File: config.mk
export PLATFORM = sky130hd
export DESIGN_NAME = ultrasonic_range_stop_controller
export DESIGN_NICKNAME = d
export VERILOG_FILES = /design/src/ursc_pkg.sv /design/src/ultrasonic_range_stop_controller.sv /design/src/ursc_cfg_regs.sv /design/src/ursc_dist.sv
export SDC_FILE = /design/constraint.sdc
export NUM_CORES = 1
export LEC_CHECK = 0
export BUFFER_PORTS_ARGS = -buffer_cell sky130_fd_sc_hd__buf_2
export CAP_MARGIN = 20
export CORE_ASPECT_RATIO = 0.5
export CORE_UTILIZATION = 65
export DETAILED_ROUTE_END_ITERATION = 12
export PLACE_DENSITY = 0.83
export RECOVER_POWER = 50
export SETUP_SLACK_MARGIN = 0.02
export SYNTH_ARGS = -nofsm -noshare
export SYNTH_HDL_FRONTEND = slang
export SYNTH_SLANG_ARGS = --single-unit
File: constraint.sdc
create_clock -name aclk -period 7.5 [get_ports aclk]
set_input_delay 0.75 -clock aclk [delete_from_list [all_inputs] [get_ports aclk]]
set_output_delay 0.75 -clock aclk [all_outputs]
set_load 0.02 [all_outputs]
File: src/ursc_pkg.sv
// Shared types and constants for the ultrasonic range stop controller.
// Used by every module of the block; depends on nothing.
`timescale 1ns / 1ps

package ursc_pkg;

    // Field and register widths.
    localparam int PERIOD_W   = 16;
    localparam int TRIG_W     = 8;
    localparam int COUNT_W    = 17;
    localparam int DIST_W     = 12;
    localparam int CFG_DATA_W = 17;
    localparam int CFG_ADDR_W = 2;

    // Stream payload widths; the data fields are whole bytes.
    localparam int S_DATA_W = 8;
    localparam int M_DATA_W = 16;
    localparam int M_USER_W = 2;

    // Register indexes on the configuration port.
    localparam logic [CFG_ADDR_W-1:0] CFG_PERIOD  = 2'd0;
    localparam logic [CFG_ADDR_W-1:0] CFG_TRIGGER = 2'd1;
    localparam logic [CFG_ADDR_W-1:0] CFG_TIMEOUT = 2'd2;
    localparam logic [CFG_ADDR_W-1:0] CFG_STOP    = 2'd3;

    // Register values after reset.
    localparam logic [PERIOD_W-1:0] PERIOD_RESET  = 16'd60000;
    localparam logic [TRIG_W-1:0]   TRIGGER_RESET = 8'd10;
    localparam logic [COUNT_W-1:0]  TIMEOUT_RESET = 17'd100000;
    localparam logic [DIST_W-1:0]   STOP_RESET    = 12'd15;

    // Width to centimeters is width*34/2000 = width*17/1000. The reciprocal
    // ceil(2^31/1000) = 2147484, folded with the factor 17, is exact for every
    // 17-bit width.
    localparam int              DIST_MUL_W = 26;
    localparam int              DIST_SHIFT = 31;
    localparam int              DIST_PROD_W = COUNT_W + DIST_MUL_W;
    localparam logic [DIST_MUL_W-1:0] DIST_MUL = 26'd36507228;

    // Measurement phases.
    typedef enum logic [1:0] {
        PH_IDLE = 2'd0,
        PH_TRIG = 2'd1,
        PH_WAIT = 2'd2,
        PH_MEAS = 2'd3
    } phase_t;

    // Current register settings as seen by the ranging logic.
    typedef struct packed {
        logic [PERIOD_W-1:0] period_ticks;
        logic [TRIG_W-1:0]   trigger_ticks;
        logic [COUNT_W-1:0]  timeout_ticks;
        logic [DIST_W-1:0]   stop_distance_cm;
    } cfg_t;

endpackage

File: src/ultrasonic_range_stop_controller.sv
// Top level of the ultrasonic range stop controller: tick handshake, ranging
// state, result register. Depends on ursc_pkg, ursc_cfg_regs and ursc_dist.
//
//   Channel  Dir  Handshake            Payload
//   s_       in   s_tvalid / s_tready  s_tdata: echo_level
//   m_       out  m_tvalid / m_tready  m_tdata: trigger, motor, distance
//                                      m_tuser: distance_valid, timed_out
//   cfg_     in   cfg_we (no wait)     cfg_addr, cfg_wdata
//
// Every accepted item yields one result item, and a new item is taken in
// every cycle while no result is stalled. The single result register
// holds the whole state update and the width-to-distance multiply before it.
// Reset (synchronous, active low) idles the ranger and loads register
// defaults. A stalled result holds s_tready low until it is taken.
`timescale 1ns / 1ps

module ultrasonic_range_stop_controller (
    input  logic                            aclk,
    input  logic                            aresetn,
    // Tick items. s_tdata: [0] echo_level, [7:1] zero.
    input  logic                            s_tvalid,
    output logic                            s_tready,
    input  logic [ursc_pkg::S_DATA_W-1:0]   s_tdata,
    // Result items. m_tdata: [0] trigger_level, [1] motor_enable,
    // [13:2] distance_cm, [15:14] zero.
    output logic                            m_tvalid,
    input  logic                            m_tready,
    output logic [ursc_pkg::M_DATA_W-1:0]   m_tdata,
    // m_tuser: [0] distance_valid, [1] timed_out.
    output logic [ursc_pkg::M_USER_W-1:0]   m_tuser,
    // Configuration writes.
    input  logic                            cfg_we,
    input  logic [ursc_pkg::CFG_ADDR_W-1:0] cfg_addr,
    input  logic [ursc_pkg::CFG_DATA_W-1:0] cfg_wdata
);
    import ursc_pkg::*;

    cfg_t cfg;

    phase_t              phase_reg, phase_next;
    logic [PERIOD_W-1:0] period_count_reg, period_count_next;
    logic [COUNT_W-1:0]  phase_count_reg, phase_count_next;
    logic [COUNT_W-1:0]  echo_width_reg, echo_width_next;
    logic                motor_on_reg, motor_on_next;
    logic [DIST_W-1:0]   last_distance_reg, last_distance_next;

    logic                m_tvalid_reg;
    logic [M_DATA_W-1:0] m_tdata_reg, m_tdata_next;
    logic [M_USER_W-1:0] m_tuser_reg, m_tuser_next;

    logic                accept;
    logic                echo;
    logic                wrap;
    logic [PERIOD_W:0]   period_inc;
    logic [COUNT_W-1:0]  trig_count;
    logic [DIST_W-1:0]   meas_distance;
    logic [DIST_W-1:0]   fin_distance;
    logic                finish;
    logic                fin_timeout;
    logic                trig;
    phase_t              phase_eff;
    logic [COUNT_W-1:0]  count_eff;

    ursc_cfg_regs u_cfg (
        .aclk      (aclk),
        .aresetn   (aresetn),
        .cfg_we    (cfg_we),
        .cfg_addr  (cfg_addr),
        .cfg_wdata (cfg_wdata),
        .cfg       (cfg)
    );

    ursc_dist u_dist (
        .echo_width  (echo_width_reg),
        .distance_cm (meas_distance)
    );

    // The result register frees up whenever its item is taken.
    assign s_tready = !m_tvalid_reg || m_tready;
    assign accept   = s_tvalid && s_tready;
    assign echo     = s_tdata[0];

    // Period counter: wrap when the next count reaches the period.
    assign period_inc = {1'b0, period_count_reg} + 17'd1;
    assign wrap       = period_inc >= {1'b0, cfg.period_ticks};
    assign period_count_next = wrap ? '0 : period_inc[PERIOD_W-1:0];

    // A wrap that finds the ranger idle starts the trigger pulse.
    assign phase_eff  = (phase_reg == PH_IDLE && wrap) ? PH_TRIG : phase_reg;
    assign count_eff  = (phase_reg == PH_IDLE && wrap) ? '0 : phase_count_reg;
    assign trig_count = count_eff + 17'd1;

    // Phase step for one tick.
    always_comb begin
        phase_next       = phase_eff;
        phase_count_next = count_eff;
        echo_width_next  = echo_width_reg;
        trig             = 1'b0;
        finish           = 1'b0;
        fin_timeout      = 1'b0;
        fin_distance     = '0;
        unique case (phase_eff)
            PH_TRIG: begin
                trig = 1'b1;
                if (trig_count >= {{(COUNT_W-TRIG_W){1'b0}}, cfg.trigger_ticks}) begin
                    phase_next       = PH_WAIT;
                    phase_count_next = '0;
                end else begin
                    phase_count_next = trig_count;
                end
            end
            PH_WAIT: begin
                if (echo) begin
                    phase_next       = PH_MEAS;
                    echo_width_next  = 17'd1;
                    phase_count_next = '0;
                end else if (count_eff >= cfg.timeout_ticks) begin
                    finish      = 1'b1;
                    fin_timeout = 1'b1;
                end else begin
                    phase_count_next = count_eff + 17'd1;
                end
            end
            PH_MEAS: begin
                if (echo) begin
                    if (echo_width_reg >= cfg.timeout_ticks) begin
                        finish      = 1'b1;
                        fin_timeout = 1'b1;
                    end else begin
                        echo_width_next = echo_width_reg + 17'd1;
                    end
                end else begin
                    finish       = 1'b1;
                    fin_distance = meas_distance;
                end
            end
            default: begin
                phase_next = phase_eff;
            end
        endcase
        if (finish) begin
            phase_next       = PH_IDLE;
            phase_count_next = '0;
        end
    end

    // Motor decision on completion: stop inside 1..stop_distance_cm.
    assign last_distance_next = finish ? fin_distance : last_distance_reg;
    assign motor_on_next = finish
        ? !(fin_distance != '0 && fin_distance <= cfg.stop_distance_cm)
        : motor_on_reg;

    // Pack the result item.
    assign m_tdata_next = {2'b00, last_distance_next, motor_on_next, trig};
    assign m_tuser_next = {fin_timeout, finish};

    // Ranging state advances once per accepted tick.
    always_ff @(posedge aclk) begin
        if (!aresetn) begin
            phase_reg         <= PH_IDLE;
            period_count_reg  <= '0;
            phase_count_reg   <= '0;
            echo_width_reg    <= '0;
            motor_on_reg      <= 1'b0;
            last_distance_reg <= '0;
        end else if (accept) begin
            phase_reg         <= phase_next;
            period_count_reg  <= period_count_next;
            phase_count_reg   <= phase_count_next;
            echo_width_reg    <= echo_width_next;
            motor_on_reg      <= motor_on_next;
            last_distance_reg <= last_distance_next;
        end
    end

    // Result register valid flag.
    always_ff @(posedge aclk) begin
        if (!aresetn) begin
            m_tvalid_reg <= 1'b0;
        end else if (s_tready) begin
            m_tvalid_reg <= s_tvalid;
        end
    end

    // Result payload loads with each accepted item.
    always_ff @(posedge aclk) begin
        if (accept) begin
            m_tdata_reg <= m_tdata_next;
            m_tuser_reg <= m_tuser_next;
        end
    end

    assign m_tvalid = m_tvalid_reg;
    assign m_tdata  = m_tdata_reg;
    assign m_tuser  = m_tuser_reg;

endmodule

File: src/ursc_cfg_regs.sv
// Configuration registers of the ultrasonic range stop controller.
// Depends on ursc_pkg for the register indexes, reset values and cfg_t.
`timescale 1ns / 1ps

module ursc_cfg_regs (
    input  logic                            aclk,
    input  logic                            aresetn,
    input  logic                            cfg_we,
    input  logic [ursc_pkg::CFG_ADDR_W-1:0] cfg_addr,
    input  logic [ursc_pkg::CFG_DATA_W-1:0] cfg_wdata,
    output ursc_pkg::cfg_t                  cfg
);
    import ursc_pkg::*;

    cfg_t cfg_reg;
    cfg_t cfg_next;

    // Decode the write index; each register keeps only its own width.
    always_comb begin
        cfg_next = cfg_reg;
        if (cfg_we) begin
            unique case (cfg_addr)
                CFG_PERIOD:  cfg_next.period_ticks     = cfg_wdata[PERIOD_W-1:0];
                CFG_TRIGGER: cfg_next.trigger_ticks    = cfg_wdata[TRIG_W-1:0];
                CFG_TIMEOUT: cfg_next.timeout_ticks    = cfg_wdata[COUNT_W-1:0];
                CFG_STOP:    cfg_next.stop_distance_cm = cfg_wdata[DIST_W-1:0];
                default:     cfg_next = cfg_reg;
            endcase
        end
    end

    always_ff @(posedge aclk) begin
        if (!aresetn) begin
            cfg_reg.period_ticks     <= PERIOD_RESET;
            cfg_reg.trigger_ticks    <= TRIGGER_RESET;
            cfg_reg.timeout_ticks    <= TIMEOUT_RESET;
            cfg_reg.stop_distance_cm <= STOP_RESET;
        end else begin
            cfg_reg <= cfg_next;
        end
    end

    assign cfg = cfg_reg;

endmodule

File: src/ursc_dist.sv
// Echo pulse width to distance conversion, width*34/2000 in centimeters.
// Depends on ursc_pkg for the reciprocal constant and widths.
`timescale 1ns / 1ps

module ursc_dist (
    input  logic [ursc_pkg::COUNT_W-1:0] echo_width,
    output logic [ursc_pkg::DIST_W-1:0]  distance_cm
);
    import ursc_pkg::*;

    logic [DIST_PROD_W-1:0] product;

    // One constant multiply by the scaled reciprocal, then a shift.
    assign product = {{DIST_MUL_W{1'b0}}, echo_width}
                   * {{COUNT_W{1'b0}}, DIST_MUL};
    assign distance_cm = product[DIST_SHIFT +: DIST_W];

endmodule

==> run_summary.xml, run 1 <==
<?xml version="1.0" encoding="UTF-8"?>
<metrics>
  <group name="floorplan">
    <metric name="dieHeight" unit="um">108</metric>
    <metric name="die_area" unit="sq um">23000</metric>
    <metric name="ports" unit="">52</metric>
    <metric name="initial_utilization" unit="">0.667</metric>
    <metric name="num_rows" unit="">38</metric>
    <metric name="design.core.area" unit="sq um">21800</metric>
    <metric name="floorplan.die.width" unit="um">214</metric>
  </group>
  <group name="yosys">
    <metric name="yosysUniqueCellTypes" unit="">88</metric>
    <metric name="synth.yosys.seq_area_share" unit="">0.197</metric>
    <metric name="synth_enable_flop_cells" unit="">16</metric>
    <metric name="synth.avg_cell_area" unit="sq um">8.87</metric>
    <metric name="ys.warnings.count" unit="">0</metric>
    <metric name="synth-seq-cells" unit="">135</metric>
    <metric name="syn_inst" unit="">1640</metric>
    <metric name="syn-cell-area" unit="sq um">14500</metric>
    <metric name="ys_async_sr_fraction" unit="">0</metric>
    <metric name="dominantRegCellSynth" unit="">sky130_fd_sc_hd__dfxtp_1</metric>
  </group>
  <group name="power">
    <metric name="total_net_switching_power" unit="uW">451</metric>
    <metric name="seqPwrFrac" unit="">0.436</metric>
    <metric name="design_power_total" unit="mW">1.75</metric>
    <metric name="power_density_over_the_cells" unit="nW/um^2">110</metric>
    <metric name="combinationalPowerShare" unit="">0.071</metric>
    <metric name="clockPowerShare" unit="">0.493</metric>
    <metric name="power.internal" unit="mW">1.30</metric>
    <metric name="p_leak" unit="nW">7.98</metric>
    <metric name="vdd_ir_drop_max" unit="uV">178</metric>
    <metric name="p_sw_frac" unit="">0.258</metric>
  </group>
  <group name="worst_setup_path">
    <metric name="critical_path_peak_fanout" unit="">9</metric>
    <metric name="reg2reg_slack" unit="ns">0.22</metric>
    <metric name="rr_startpoint" unit="">echo_width_reg[13]</metric>
    <metric name="worstPathArrival" unit="ns">7.44</metric>
    <metric name="r2r_end" unit="">m_tdata[1]</metric>
    <metric name="timing_worst_setup_path_type" unit="">flip-flop to flip-flop</metric>
    <metric name="worst_setup_path_endpoint" unit="">m_tdata[1]</metric>
    <metric name="timing.critical_path.required" unit="ns">7.66</metric>
    <metric name="rr_worst_depth" unit="">25</metric>
    <metric name="crit_start" unit="">echo_width_reg[13]</metric>
    <metric name="cp-end-kind" unit="">flip-flop</metric>
    <metric name="cp-start-kind" unit="">flip-flop</metric>
  </group>
  <group name="global_routing">
    <metric name="first_pass_grt_wire_length" unit="mm">59.7</metric>
    <metric name="first_global_vias" unit="">12000</metric>
    <metric name="final_global_route_overflow_total" unit="">0</metric>
    <metric name="grt_antenna_before_repair" unit="">0</metric>
    <metric name="maximum_number_of_pins_on_one_net_before_global_route_repair" unit="">93</metric>
    <metric name="grt.total_usage" unit="">0.338</metric>
  </group>
  <group name="clock_tree">
    <metric name="cts-htree-levels" unit="">4</metric>
    <metric name="clkLatencyLatePin" unit="ns">0.42</metric>
    <metric name="cts-root-to-sink-buffers" unit="">2</metric>
    <metric name="cts_made_buffers" unit="">17</metric>
    <metric name="cts_hold_buffers" unit="">0</metric>
    <metric name="clk_pin_slew" unit="ns">0.06</metric>
    <metric name="cts_sinks" unit="">135</metric>
    <metric name="clock-root-buffer" unit="">sky130_fd_sc_hd__clkbuf_16</metric>
    <metric name="cts_tree" unit="">built</metric>
  </group>
  <group name="routing">
    <metric name="post_drt_via_cell_ratio" unit="">5.97</metric>
    <metric name="detail_route.wl_per_cell" unit="um">18.8</metric>
    <metric name="dr.first_iter.drc_count" unit="">1051</metric>
    <metric name="route.final.wire_length" unit="mm">37.8</metric>
    <metric name="first_pass_iters" unit="">6</metric>
    <metric name="detailed_route_via_count" unit="">12000</metric>
    <metric name="detail-route-antenna-nets" unit="">0</metric>
    <metric name="drcViolationCount" unit="">0</metric>
  </group>
  <group name="layout">
    <metric name="largest_register_ff_count" unit="">53</metric>
    <metric name="num-nets-final" unit="">2098</metric>
    <metric name="antenna-diode-count" unit="">0</metric>
    <metric name="layout.filler_cells" unit="">1574</metric>
    <metric name="final_layout_size_suffix_gt1_frac" unit="">0.0953</metric>
    <metric name="area_growth" unit="%">9.45</metric>
  </group>
  <group name="sta">
    <metric name="final_min_period_over_clock_period" unit="">0.970</metric>
    <metric name="rsz0062_at_grt" unit="">no</metric>
    <metric name="clock_skew" unit="ns">0.0116</metric>
    <metric name="worst_pin_slew" unit="ns">3.46</metric>
    <metric name="finalSetupViolations" unit="">0</metric>
    <metric name="setup_tns" unit="ns">0</metric>
    <metric name="max-slew-margin-rel" unit="">-1.31</metric>
    <metric name="max_freq" unit="GHz">0.137</metric>
    <metric name="finalHoldViolations" unit="">0</metric>
    <metric name="max_slew_violation_count" unit="">127</metric>
    <metric name="min_clock_period_post_route" unit="ns">7.28</metric>
  </group>
  <group name="outcome">
    <metric name="run_status" unit="">finished with violations</metric>
    <metric name="failed_checks" unit="">max-capacitance violations, max-slew violations</metric>
  </group>
  <group name="place">
    <metric name="gpl.final_weighted_congestion" unit="">1.00</metric>
    <metric name="port_buffers" unit="">42</metric>
    <metric name="place_hpwl" unit="mm">30.3</metric>
  </group>
  <group name="job">
    <metric name="drv.max_cap_violation_count" unit="">2</metric>
  </group>
  <group name="worst_hold_path">
    <metric name="holdCritPathClass" unit="">flip-flop to flip-flop</metric>
  </group>
</metrics>
timing repair:
item	CTS	global route
setup endpoints to repair	0	2
endpoints found under the hold margin	0	0
resized for setup	0	19
setup buffers	0	2
through the flow:
stage,std cells,hold slack [ns],area [sq um],setup WS (ns),util
2_1_floorplan,1641,0.430,14600,0.764,-
3_3_place_gp,1977,0.437,15200,0.214,0.699
3_5_place_dp,1977,0.460,15200,0.0881,0.699
4_1_cts,2009,0.469,15900,0.0513,0.727
5_1_grt,2011,0.492,15900,0.0227,0.730
6_report,2011,0.468,15900,0.222,0.730
critical path, cell delays in order (launching register included):
cell and delay, ns:
sky130_fd_sc_hd__dfxtp_1 0.56, sky130_fd_sc_hd__ha_1 0.34, sky130_fd_sc_hd__ha_1 0.27, sky130_fd_sc_hd__inv_1 0.13
sky130_fd_sc_hd__fa_1 0.47, sky130_fd_sc_hd__fa_1 0.55, sky130_fd_sc_hd__inv_1 0.06, sky130_fd_sc_hd__fa_1 0.50
sky130_fd_sc_hd__fa_1 0.51, sky130_fd_sc_hd__ha_2 0.40, sky130_fd_sc_hd__nand4_1 0.21, sky130_fd_sc_hd__or4_1 0.57
sky130_fd_sc_hd__o211ai_1 0.33, sky130_fd_sc_hd__a211oi_2 0.15, sky130_fd_sc_hd__xnor2_2 0.32, sky130_fd_sc_hd__nor2_2 0.10
sky130_fd_sc_hd__ha_1 0.32, sky130_fd_sc_hd__nor2b_1 0.13, sky130_fd_sc_hd__o21ai_0 0.14, sky130_fd_sc_hd__nand2b_1 0.07
sky130_fd_sc_hd__a21oi_1 0.15, sky130_fd_sc_hd__nor3_1 0.07, sky130_fd_sc_hd__a211oi_1 0.24, sky130_fd_sc_hd__o21ai_0 0.13
sky130_fd_sc_hd__a21oi_1 0.21, sky130_fd_sc_hd__a21oi_1 0.09
cells in the mapped netlist, drive strengths merged (10+ instances only):
library cell / n / area, sq um
a21boi: 35 / 263
a21o: 29 / 219
a21oi: 62 / 333
a22oi: 11 / 118
a31oi: 14 / 87.6
and2: 29 / 183
and3: 12 / 75.1
and4: 10 / 90.1
buf: 10 / 68.8
clkbuf: 39 / 150
dfxtp: 119 / 2380
edfxtp: 16 / 480
fa: 122 / 2440
ha: 246 / 3080
inv: 269 / 1010
mux2: 11 / 124
nand2: 173 / 657
nand2b: 10 / 62.6
nand3: 39 / 200
nand4: 26 / 169
nor2: 78 / 295
nor2b: 21 / 131
nor3: 20 / 120
o211ai: 26 / 195
o21ai: 64 / 332
o31ai: 10 / 90.1
or3: 11 / 73.8
xnor2: 26 / 228
xor2: 14 / 123
cells by family after synthesis:
logic type | after synthesis | synth area share
and+or+nand+nor | 448 | 0.151
muxes | 20 | 0.0147
xor gates and xnor gates | 40 | 0.0241
AOI/OAI and AO/OA | 310 | 0.150
DFF | 135 | 0.197
adders and majority gates | 368 | 0.379
buffers and inverters | 318 | 0.0845
other | 1 | 0.000258
worst min-delay path by stage:
stage / startpoint / end / slack, ns / cells after the start
detailed placement: u_cfg.cfg[14] / u_cfg.cfg[14] / 0.46 / 2
floorplan: last_distance_reg[6] / last_distance_reg[6] / 0.43 / 2
finish: u_cfg.cfg[38] / u_cfg.cfg[38] / 0.47 / 2
global route: u_cfg.cfg[14] / u_cfg.cfg[14] / 0.49 / 2
global placement: last_distance_reg[6] / last_distance_reg[6] / 0.44 / 2
CTS: u_cfg.cfg[14] / u_cfg.cfg[14] / 0.47 / 2
cell usage in the layout, fill, tap and decap left out, types with 5 or more instances in the layout:
cell	Yosys	final
sky130_fd_sc_hd__nand3_1	38	38
sky130_fd_sc_hd__inv_8	0	5
sky130_fd_sc_hd__clkbuf_1	38	19
sky130_fd_sc_hd__buf_2	6	25
sky130_fd_sc_hd__inv_1	268	268
sky130_fd_sc_hd__o21ai_0	49	49
sky130_fd_sc_hd__clkbuf_16	0	18
sky130_fd_sc_hd__and2_1	27	27
sky130_fd_sc_hd__a21oi_1	58	56
sky130_fd_sc_hd__mux2i_1	9	9
sky130_fd_sc_hd__buf_4	2	42
sky130_fd_sc_hd__nor3_1	16	15
sky130_fd_sc_hd__mux2_2	7	7
sky130_fd_sc_hd__o21a_1	8	8
sky130_fd_sc_hd__nand2b_1	10	10
sky130_fd_sc_hd__a22oi_2	7	7
sky130_fd_sc_hd__o211ai_1	26	26
sky130_fd_sc_hd__nand4_1	25	25
sky130_fd_sc_hd__nor2_1	77	76
sky130_fd_sc_hd__a21o_1	28	28
sky130_fd_sc_hd__and4_1	9	9
sky130_fd_sc_hd__xor2_1	14	13
sky130_fd_sc_hd__o31ai_1	7	6
sky130_fd_sc_hd__a21boi_0	32	32
sky130_fd_sc_hd__nand2_1	172	172
sky130_fd_sc_hd__o21ai_1	14	14
sky130_fd_sc_hd__ha_1	246	244
sky130_fd_sc_hd__edfxtp_1	16	16
sky130_fd_sc_hd__a31oi_1	14	14
sky130_fd_sc_hd__dfxtp_1	119	115
sky130_fd_sc_hd__a21oi_2	3	5
sky130_fd_sc_hd__a211oi_1	6	5
sky130_fd_sc_hd__fa_1	122	122
sky130_fd_sc_hd__and3_1	12	12
sky130_fd_sc_hd__or3_1	10	10
sky130_fd_sc_hd__nor3_2	4	5
sky130_fd_sc_hd__xnor2_1	26	25
sky130_fd_sc_hd__o21ba_1	5	5
sky130_fd_sc_hd__nor2b_1	21	21
sky130_fd_sc_hd__nor4_1	6	5
power by group through the flow:
stage	logic (mW)	clock network, mW	registers (mW)
2_1_floorplan	0.0733	0	0.783
3_3_place_gp	0.116	0	0.777
3_5_place_dp	0.121	0	0.778
4_1_cts	0.123	0.866	0.762
5_1_grt	0.136	0.903	0.764
6_report	0.124	0.862	0.762
metal layers:
metal  vias to the layer above  track usage  part of all wire  wire (um)
li1                       5649            -                 -          -
met1                      5799        0.436              0.43      16100
met2                       466        0.566              0.47      17700
met3                        95       0.0668             0.072       2730
met4                         0        0.118             0.032       1190
met5                         -            0                 0          0
final cells by class:
cell class	instances	area (sq um)	share of cell area
multi-input combinational	1188	10500	0.662
sequential	135	2870	0.180
inverter	269	1010	0.0634
timing repair buffer	87	523	0.0328
clock buffer	19	464	0.0292
tap	300	375	0.0236
clock inverter	13	146	0.00919
No activity file was read; power rests on OpenSTA's default activity.
==> run 2, diff against run 1 <==
Settings changed: CORE_MARGIN from default to 2, SKIP_LAST_GASP from default to 1.
==> run 2 against run 1 <==
- the flow still finishes with violations (max-capacitance violations, max-slew violations)
- routed wire length is 1.9% higher
- power is 4.0% lower
- final cell count hardly changed
- non-clock buffer count stayed put
- largest power group unchanged
- worst setup slack better by 0.035 ns
- critical path depth stayed put
- design area is 0.26% lower
- count of clock-buffer cells in the layout is 2 higher
- global-route usage is 0.86 points lower
==> run_summary.xml, run 2 (synthesis gave the netlist of run 1 again) <==
<?xml version="1.0" encoding="UTF-8"?>
<metrics>
  <group name="clock_tree">
    <metric name="cts-root-to-sink-buffers" unit="">2</metric>
    <metric name="cts_tree" unit="">built</metric>
    <metric name="clkLatencyLatePin" unit="ns">0.43</metric>
    <metric name="cts.repair_timing.setup_buffer_count" unit="">0</metric>
    <metric name="clock-root-buffer" unit="">sky130_fd_sc_hd__clkbuf_16</metric>
    <metric name="clk_pin_slew" unit="ns">0.06</metric>
    <metric name="cts-htree-levels" unit="">4</metric>
    <metric name="cts_hold_buffers" unit="">0</metric>
    <metric name="cts_sinks" unit="">135</metric>
    <metric name="cts_made_buffers" unit="">17</metric>
  </group>
  <group name="place">
    <metric name="port_buffers" unit="">42</metric>
    <metric name="place_hpwl" unit="mm">30.6</metric>
    <metric name="gpl.final_weighted_congestion" unit="">1.00</metric>
    <metric name="place_ws" unit="ns">0.237</metric>
    <metric name="place.detailed.instances" unit="">1979</metric>
    <metric name="placed_cell_area" unit="sq um">15300</metric>
  </group>
  <group name="routing">
    <metric name="route.final.wire_length" unit="mm">38.5</metric>
    <metric name="drcViolationCount" unit="">0</metric>
    <metric name="first_pass_iters" unit="">6</metric>
    <metric name="post_drt_via_cell_ratio" unit="">6.11</metric>
    <metric name="detailed_route_via_count" unit="">12300</metric>
    <metric name="detail-route-antenna-nets" unit="">0</metric>
    <metric name="dr.first_iter.drc_count" unit="">1359</metric>
    <metric name="detail_route.wl_per_cell" unit="um">19.1</metric>
  </group>
  <group name="sta">
    <metric name="final_min_period_over_clock_period" unit="">0.966</metric>
    <metric name="setup_slack" unit="ns">0.257</metric>
    <metric name="min_clock_period_post_route" unit="ns">7.24</metric>
    <metric name="max_slew_violation_count" unit="">127</metric>
    <metric name="max-slew-margin-rel" unit="">-1.35</metric>
    <metric name="finalSetupViolations" unit="">0</metric>
    <metric name="finalHoldViolations" unit="">0</metric>
    <metric name="max_freq" unit="GHz">0.138</metric>
    <metric name="clock_skew" unit="ns">0.0104</metric>
    <metric name="rsz0062_at_grt" unit="">no</metric>
    <metric name="worst_pin_slew" unit="ns">3.53</metric>
    <metric name="setup_tns" unit="ns">0</metric>
    <metric name="whs" unit="ns">0.467</metric>
  </group>
  <group name="worst_setup_path">
    <metric name="cp-end-kind" unit="">flip-flop</metric>
    <metric name="timing.critical_path.required" unit="ns">7.67</metric>
    <metric name="reg2reg_slack" unit="ns">0.26</metric>
    <metric name="worstPathArrival" unit="ns">7.41</metric>
    <metric name="critical_path_peak_fanout" unit="">6</metric>
    <metric name="crit_path_max_incr_delay" unit="ns">0.59</metric>
    <metric name="crit_path_frequent_cell" unit="">sky130_fd_sc_hd__fa_1</metric>
    <metric name="worst_path_max_delay_cell" unit="">sky130_fd_sc_hd__fa_1</metric>
    <metric name="cp-start-kind" unit="">flip-flop</metric>
    <metric name="timing_worst_setup_path_type" unit="">flip-flop to flip-flop</metric>
  </group>
  <group name="worst_hold_path">
    <metric name="holdCritPathClass" unit="">flip-flop to flip-flop</metric>
  </group>
  <group name="floorplan">
    <metric name="dieHeight" unit="um">110</metric>
    <metric name="design.core.area" unit="sq um">21800</metric>
    <metric name="ports" unit="">52</metric>
    <metric name="num_rows" unit="">38</metric>
    <metric name="die_area" unit="sq um">23700</metric>
    <metric name="initial_utilization" unit="">0.667</metric>
    <metric name="floorplan.die.width" unit="um">216</metric>
  </group>
  <group name="global_routing">
    <metric name="first_pass_grt_wire_length" unit="mm">60.7</metric>
    <metric name="grt.total_usage" unit="">0.329</metric>
    <metric name="first_global_vias" unit="">12200</metric>
    <metric name="maximum_number_of_pins_on_one_net_before_global_route_repair" unit="">93</metric>
    <metric name="grt_antenna_before_repair" unit="">1</metric>
    <metric name="final_global_route_overflow_total" unit="">0</metric>
  </group>
  <group name="layout">
    <metric name="postLayoutCoreUtil" unit="">0.728</metric>
    <metric name="mostFrequentLayoutCells" unit="">sky130_fd_sc_hd__inv_1 (268), sky130_fd_sc_hd__ha_1 (244), sky130_fd_sc_hd__nand2_1 (172), sky130_fd_sc_hd__fa_1 (122), sky130_fd_sc_hd__dfxtp_1 (114)</metric>
    <metric name="area_growth" unit="%">9.17</metric>
    <metric name="final_standard_cell_area_without_fillers" unit="sq um">15900</metric>
    <metric name="num-nets-final" unit="">2098</metric>
    <metric name="layout.cells.non_filler" unit="">2012</metric>
    <metric name="layout_commonest_cell" unit="">sky130_fd_sc_hd__inv_1</metric>
    <metric name="largest_register_ff_count" unit="">53</metric>
    <metric name="final_layout_size_suffix_gt1_frac" unit="">0.0947</metric>
  </group>
  <group name="power">
    <metric name="p_leak" unit="nW">7.96</metric>
    <metric name="design_power_total" unit="mW">1.68</metric>
    <metric name="power_density_over_the_cells" unit="nW/um^2">106</metric>
    <metric name="vdd_ir_drop_max" unit="uV">157</metric>
  </group>
  <group name="outcome">
    <metric name="failed_checks" unit="">max-capacitance violations, max-slew violations</metric>
    <metric name="run_status" unit="">finished with violations</metric>
  </group>
  <group name="job">
    <metric name="drv.max_cap_violation_count" unit="">2</metric>
  </group>
</metrics>
-- run 2: where the power goes --
part | internal (mW) | switching [mW]
combinational | 0.0429 | 0.0820
clock | 0.465 | 0.326
sequential | 0.754 | 0.00936
-- run 2: critical path: cells and delay by family (launching register included) --
family / cells / cell delay [ns]
fa+ha+maj: 8 / 3.85
compound gates: 8 / 1.41
simple gates: 6 / 0.91
flops: 1 / 0.39
xor+xnor: 1 / 0.31
buf+inv: 2 / 0.12
-- run 2: worst paths after layout --
check,start,endpoint,depth (start not counted)
setup / recovery,echo_width_reg[14],m_tdata[1],25
hold / removal,u_cfg.cfg[24],u_cfg.cfg[24],2
setup reg to reg,echo_width_reg[14],m_tdata[1],25
hold reg to reg,u_cfg.cfg[24],u_cfg.cfg[24],2
-- run 2: layout make-up --
cell class                 count  area [sq um]
clock inverter                11           101
inverter                     269          1010
fill                        1610          5940
timing repair buffer          87           519
clock buffer                  21           450
antenna                        1          2.50
tap                          300           375
sequential                   135          2870
multi-input combinational   1188         10600
-- run 2: per-layer routing --
layer  GRT usage  part of all wire
met1       0.416              0.41
met2       0.567              0.47
met3      0.0658             0.084
met4       0.127             0.031
met5           0                 0
-- run 2: repair_timing --
item	4_1_cts	5_1_grt
endpoints found under the hold margin	0	0
setup endpoints to repair	0	2
resized for setup	0	22
